**src/hdl/ugrt_pkg.sv**
```systemverilog
// ----------------------------------------------------------------------------
// ugrt_pkg
// Shared types and constants for the uniform grid ray traversal block.
// ----------------------------------------------------------------------------
package ugrt_pkg;

  localparam int GRID_X   = 16;
  localparam int GRID_Y   = 16;
  localparam int GRID_Z   = 16;
  localparam int IDX_W    = 4;
  localparam int CELL_W   = 12;
  localparam int WALK_MAX = GRID_X + GRID_Y + GRID_Z - 2;
  localparam int K_W      = 6;
  localparam int DIV_STEPS = 64;

  localparam logic signed [63:0] TINF    = 64'sh4000_0000_0000_0000;
  localparam logic signed [63:0] SAT_MAX = 64'sd2147483647;
  localparam logic signed [63:0] SAT_MIN = -64'sd2147483648;

  typedef enum logic [2:0] {
    REG_MIN_X = 3'd0,
    REG_MIN_Y = 3'd1,
    REG_MIN_Z = 3'd2,
    REG_MAX_X = 3'd3,
    REG_MAX_Y = 3'd4,
    REG_MAX_Z = 3'd5
  } reg_idx_t;

  typedef enum logic [3:0] {
    S_IDLE,
    S_SLAB,
    S_SDIV,
    S_CLIP,
    S_PNT,
    S_MUL,
    S_MULF,
    S_CELL,
    S_CDIV,
    S_INIT,
    S_WALK,
    S_MISS
  } state_t;

  typedef struct packed {
    logic        start;
    logic        neg;
    logic [63:0] num;
    logic [63:0] den;
  } div_req_t;

  function automatic logic [4:0] gsize(input logic [1:0] a);
    logic [4:0] g;
    case (a)
      2'd0:    g = 5'(GRID_X);
      2'd1:    g = 5'(GRID_Y);
      default: g = 5'(GRID_Z);
    endcase
    return g;
  endfunction

endpackage

```
**src/hdl/ugrt_div.sv**
```systemverilog
// ----------------------------------------------------------------------------
// ugrt_div
// Radix-2 restoring divider, one quotient bit per cycle, sign applied at end.
// ----------------------------------------------------------------------------
module ugrt_div (
  input  logic                clk,
  input  logic                rst,
  input  ugrt_pkg::div_req_t  req,
  output logic                done,
  output logic signed [63:0]  quo_out
);
  import ugrt_pkg::*;

  logic        busy;
  logic [6:0]  cnt;
  logic [63:0] rem;
  logic [63:0] quo;
  logic [63:0] den;
  logic        neg;
  logic [64:0] sh;
  logic        ge;

  assign sh = {rem, quo[63]};
  assign ge = sh >= {1'b0, den};
  assign quo_out = neg ? -$signed(quo) : $signed(quo);

  always_ff @(posedge clk) begin
    if (rst) begin
      busy <= 1'b0;
      done <= 1'b0;
    end else begin
      done <= 1'b0;
      if (req.start) begin
        busy <= 1'b1;
        cnt  <= '0;
        rem  <= '0;
        quo  <= req.num;
        den  <= req.den;
        neg  <= req.neg;
      end else if (busy) begin
        rem <= ge ? 64'(sh - {1'b0, den}) : sh[63:0];
        quo <= {quo[62:0], ge};
        cnt <= cnt + 7'd1;
        if (cnt == 7'(DIV_STEPS - 1)) begin
          busy <= 1'b0;
          done <= 1'b1;
        end
      end
    end
  end

endmodule

```
**config.mk**
```make
export PLATFORM = sky130hd
export DESIGN_NAME = ugrt_div
export DESIGN_NICKNAME = d
export VERILOG_FILES = /design/src/hdl/ugrt_pkg.sv /design/src/hdl/ugrt_div.sv
export SDC_FILE = /design/constraint.sdc
export NUM_CORES = 1
export LEC_CHECK = 0
export ABC_CLOCK_PERIOD_IN_PS = 11000
export BUFFER_PORTS_ARGS = -buffer_cell sky130_fd_sc_hd__buf_2
export CORE_UTILIZATION = 40
export CTS_BUF_LIST = sky130_fd_sc_hd__clkbuf_4
export CTS_CLUSTER_DIAMETER = 150
export DETAILED_ROUTE_END_ITERATION = 8
export GPL_TIMING_DRIVEN = 0
export PLACE_DENSITY = 0.63
export SLEW_MARGIN = 30
export SYNTH_ARGS = -nofsm -noshare
export SYNTH_HDL_FRONTEND = slang
export SYNTH_SLANG_ARGS = --single-unit
```
**constraint.sdc**
```tcl
create_clock -name clk -period 11 [get_ports clk]
set_input_delay 2.75 -clock clk [delete_from_list [all_inputs] [get_ports clk]]
set_output_delay 2.75 -clock clk [all_outputs]
set_load 0.1 [all_outputs]
```
### Word level (Yosys, flattened, before mapping)

Index checks and enable logic that the tools add are counted.

| storage, ports and cells | value |
|---|---|
| flip-flop bits (word level) | 202 |
| input bits | 132 |
| word-level logic and storage cells | 28 |

| cells by class | value |
|---|---|
| add/sub/neg operators | 3 |
| $lt $le $gt $ge | 1 |
| eq/ne operators | 1 |
| mux-type cells | 10 |
| bitwise logic cells | 2 |
| reductions and logical operators | 4 |

Operator list:

| kind | count |
|---|---|
| 64-bit two-way mux | 5 |
| 65-bit by 64-bit >= comparator with 1-bit output | 1 |
| 64-bit negator | 1 |
| 64-bit subtractor | 1 |
| 7-bit by 1-bit adder with 7-bit output (second input constant) | 1 |
| 7-bit by 6-bit equality test with 1-bit output (second input constant) | 1 |
| 7-bit two-way mux | 1 |
| 1-bit two-way mux | 4 |
| 2-bit AND reduction | 2 |
| 3-bit OR reduction | 1 |
| 1-bit inverter | 2 |
| 2-bit nonzero test | 1 |

### Logic depth before layout (Yosys ltp)

| logic depth | value |
|---|---|
| word-level depth | 4 |
| depth in mapped cells | 15 |
| depth with buffers taken out | 14 |

### Worst setup path after synthesis

OpenSTA, ideal clock, no wires.

| path | value |
|---|---|
| path type | input to register |
| from | input req[129] (netlist name) |
| to | register cnt[0], enable pin |
| setup time | 632 ps |
| data arrival time | 8,939 ps |
| required time | 10,368 ps |
| slack | 1,429 ps |
| stages on the path | 4 |
| buffers on the path | 2 |
| cell sequence | clkbuf_1 -> clkbuf_1 -> nor2_1 -> nor2_1 |

| between the ends | value |
|---|---|
| cells in the longest elaborated chain, start to end | 2 |

Ends and longest elaborated chain:

| element | RTL line | text |
|---|---|---|
| start: declaration | ugrt_div.sv:8 | `input ugrt_pkg::div_req_t req,` |
| 2-bit nonzero test (no source line) | - |  |
| 2-bit AND reduction (no source line) | - |  |
| end signal: assignment | ugrt_div.sv:43 | `cnt <= cnt + 7'd1;` |
| end: declaration | ugrt_div.sv:15 | `logic [6:0] cnt;` |

Every way passes these cells.
A chain may end at the register's enable or synchronous reset.

### Worst setup path after layout

| path | value |
|---|---|
| from | register quo[5] |
| to | output quo_out[58] |

| between the ends | value |
|---|---|
| cells in the longest elaborated chain, start to end | 2 |

Ends and longest elaborated chain:

| element | RTL line | text |
|---|---|---|
| start: declaration | ugrt_div.sv:17 | `logic [63:0] quo;` |
| start signal: assignment | ugrt_div.sv:37 | `quo <= req.num;` |
| start signal: assignment | ugrt_div.sv:42 | `quo <= {quo[62:0], ge};` |
| 64-bit negator | ugrt_div.sv:25 | `assign quo_out = neg ? -$signed(quo) : $signed(quo);` |
| 64-bit two-way mux | ugrt_div.sv:25 |  |
| end: declaration | ugrt_div.sv:10 | `output logic signed [63:0] quo_out` |

Every way passes these cells.

==> key figures <==
Synth
  – Mean Syn Cell Area: 10.4 um^2
  – Post-synth EDFFs: 200
  – Synth Net Count: 1474
  – Synth async-reset ratio: 0%
  – Primary FF master, synth: edfxtp_1
  – Post-synth top area share: 45.1%
  – Count leader, synth: edfxtp_1
  – Synthesis Warnings: 0
  – Post-synth top cells: 200 x edfxtp_1, 106 x nor2_1, 96 x xnor2_1, 83 x nand2_1, 80 x inv_1
  – Synth unique cells: 70
  – Yosys reg bits: 202
  – Register area share after synthesis: 45.4%
  – Synth top area cells: edfxtp_1 45%, xnor2_1 6.3%, ha_1 6.2%
  – Synth area leader: edfxtp_1
  – Synthesized instance count: 1275
  – Mapped cell area: 13300 um^2

Clock network
  – TritonCTS clock tree: built
  – Post-CTS Setup Bufs: 0
  – Worst-path clk slew: 0.06 ns
  – CTS buffer count: 60
  – Worst skew pair latency: 0.75 ns
  – H-tree Lvls: 2
  – CTS Hold Buffers Added: 0
  – CTS root buf: clkbuf_4
  – Post-CTS sizing: 0
  – CTS max path bufs: 3
  – CTS Sinks: 202

Placed design
  – Inst Count DP: 1921
  – Routability cong.: 0.903
  – Port Buf Inserts: 195
  – Post-DP HPWL: 27300 um
  – Placed instance area: 15100 um^2

Global routing
  – First-pass GRT wire length: 55300 um
  – Congestion Overflow GR: 0
  – Vias in the first global route: 10600
  – Largest net degree at the start of global routing: 26
  – Gr usage total: 20.9%
  – Initial antenna violation count: 3

STA
  – Hold WS: 0.484 ns
  – Final hold vios: 0
  – RSZ-0062 raised after global routing: no
  – Post-route minimum period: 7.17 ns
  – Worst-margin pin slew: 1.02 ns
  – Final period util: 65.2%
  – Slew HR: 30.5%
  – Max Slew Vio Count: 0
  – F_max: 140 MHz
  – Final Skew: 0.0355 ns
  – Endpoints failing setup: 0

Layout
  – Fill cell count: 3145
  – Layout cell share with drive strength beyond 1: 24.8%
  – Final nets: 1740
  – Final non-filler cell total: 2029
  – Synth-to-Final Area Change: 18.9%
  – Utilization after layout: 48.5%
  – Final instance area: 15800 um^2

Routing
  – Antenna Nets Post-Route: 0
  – Total Wirelength: 35500 um
  – First-pass DRT Iterations: 5
  – Starting DRC count in detailed routing: 754
  – Residual DRC: 0
  – Vias: 10800
  – Via density: 5.32
  – DR WL/cell: 17.5 um

Power and ir drop
  – Logic pwr share: 35.3%
  – P_sw: 0.976 mW
  – Pwr dens: 162 nW/um^2
  – Clock power share: 26.8%
  – Switching Share: 38.2%
  – Pint: 1.58 mW
  – Static leakage: 6.54 nW
  – Power share of the sequential group: 38.0%
  – Peak supply drop: 0.0968 mV

Run status
  – Run status: finished, final reports clean

Setup path
  – CP max stage cell: or4_1
  – FF-to-FF End: rem[19]
  – Req. time, crit path: 8.25 ns
  – Crit path max-delay family: simple AND/OR/NAND/NOR gates
  – CP Cell Sequence: or4_1 -> or3_1 -> nor4_2 -> nand2_1 -> or3_1 -> or3_1 -> o21ai_1 -> xnor2_1 -> buf_2
  – Setup crit start kind: flop
  – Crit path largest cell delay: 0.57 ns
  – Reg2Reg Depth: 12
  – Reg-to-reg slack, setup: 6.70 ns
  – Worst setup path class: reg -> out
  – Critical path buffer and inverter count: 1
  – Worst r2r src: rem[25]
  – Crit path arrival time: 4.42 ns
  – Most used cell, CP: or3_1
  – Worst setup EP type: output pin
  – Crit Path Max Fanout: 6

Hold path
  – Hold Crit Depth: 1
  – Hold WC Path Type: reg -> reg
  – End of the worst hold path: done
  – HP Start: busy

Die
  – Die Y-Extent: 184 um
  – Core area: 32600 um^2
  – Chip Width: 184 um
  – Initial core utilization: 40.8%
  – Site Rows: 66
  – Io pins: 197
  – Die Footprint: 34000 um^2

Run
  – Maxcap violations: 0
power by group through the flow:
| stage | clock, mW | sequential [mW] | combinational, mW |
|---|---|---|---|
| floorplan | 0 | 0.980 | 0.700 |
| global placement | 0 | 0.995 | 0.875 |
| detailed placement | 0 | 0.986 | 0.898 |
| CTS | 0.722 | 0.971 | 0.902 |
| global route | 0.753 | 0.978 | 0.977 |
| finish | 0.685 | 0.971 | 0.902 |
metrics by stage:
step / setup slack (ns) / power [mW] / TNS (ns)
floorplan: 1.43 / 1.68 / 0
global placement: -2.09 / 1.87 / -282.19
CTS: 3.73 / 2.59 / 0
finish: 3.83 / 2.56 / 0
global route: 3.56 / 2.71 / 0
detailed placement: 4.57 / 1.88 / 0
worst register-to-register path: stages (launching register included):
cell and delay [ns]:
edfxtp_1 0.40, ha_1 0.29, clkbuf_1 0.31, nand4_1 0.19, or4_1 0.57, a21o_1 0.20, a31oi_1 0.38, a31o_2 0.29
a21o_1 0.23, a311o_1 0.23, clkbuf_1 0.59, nor2_1 0.09, a211oi_1 0.32
metal layers:
metal | part of all wire (%) | global-route usage, %
met1 | 43 | 26.4
met2 | 47 | 35.4
met3 | 6.9 | 3.97
met5 | 0.076 | 0
met4 | 2.3 | 7.80
sequential cells by signal (all words and copies together), names as in the netlist:
name,flops
den,64
quo,64
rem,64
cnt,7
busy,1
done,1
neg,1
layout by cell type, fill, tap and decap left out, types with 23 or more instances in the layout:
cell,count
a21o_1,46
a21oi_1,70
buf_2,198
clkbuf_1,44
clkbuf_4,86
edfxtp_1,200
ha_1,66
inv_1,80
mux2_2,62
mux2i_1,39
nand2_1,83
nand4_1,23
nor2_1,105
o21ai_0,62
xnor2_1,96
xor2_1,28
how the worst max path moves through the flow:
stage,cells after the start,endpoint,slack (ns),startpoint
2_1_floorplan,4,cnt[0],1.43,req[129]
3_3_place_gp,4,rem[19],-2.09,req[129]
3_5_place_dp,9,quo_out[58],4.57,quo[5]
4_1_cts,9,quo_out[58],3.73,quo[6]
5_1_grt,9,quo_out[58],3.56,quo[4]
6_report,9,quo_out[58],3.83,quo[5]
logic make-up after synthesis:
group | Yosys count | synth area share [%]
DFF | 202 | 45.4
AOI/OAI and AO/OA | 306 | 15.4
xor gates and xnor gates | 124 | 8.16
buffers and inverters | 140 | 4.15
muxes | 101 | 8.18
adders and majority gates | 67 | 6.36
and+or+nand+nor | 335 | 12.3
cell type report:
type,count,area [um^2],area share (%)
multi-input combinational,933,6720,42.5
sequential,202,6050,38.2
timing repair buffer,204,1220,7.69
clock buffer,86,646,4.08
tap,442,553,3.50
inverter,81,304,1.92
buffer,59,248,1.57
clock inverter,21,81.3,0.514
antenna,1,2.50,0.0158
Note: power is estimated with default switching activity, not from simulation.
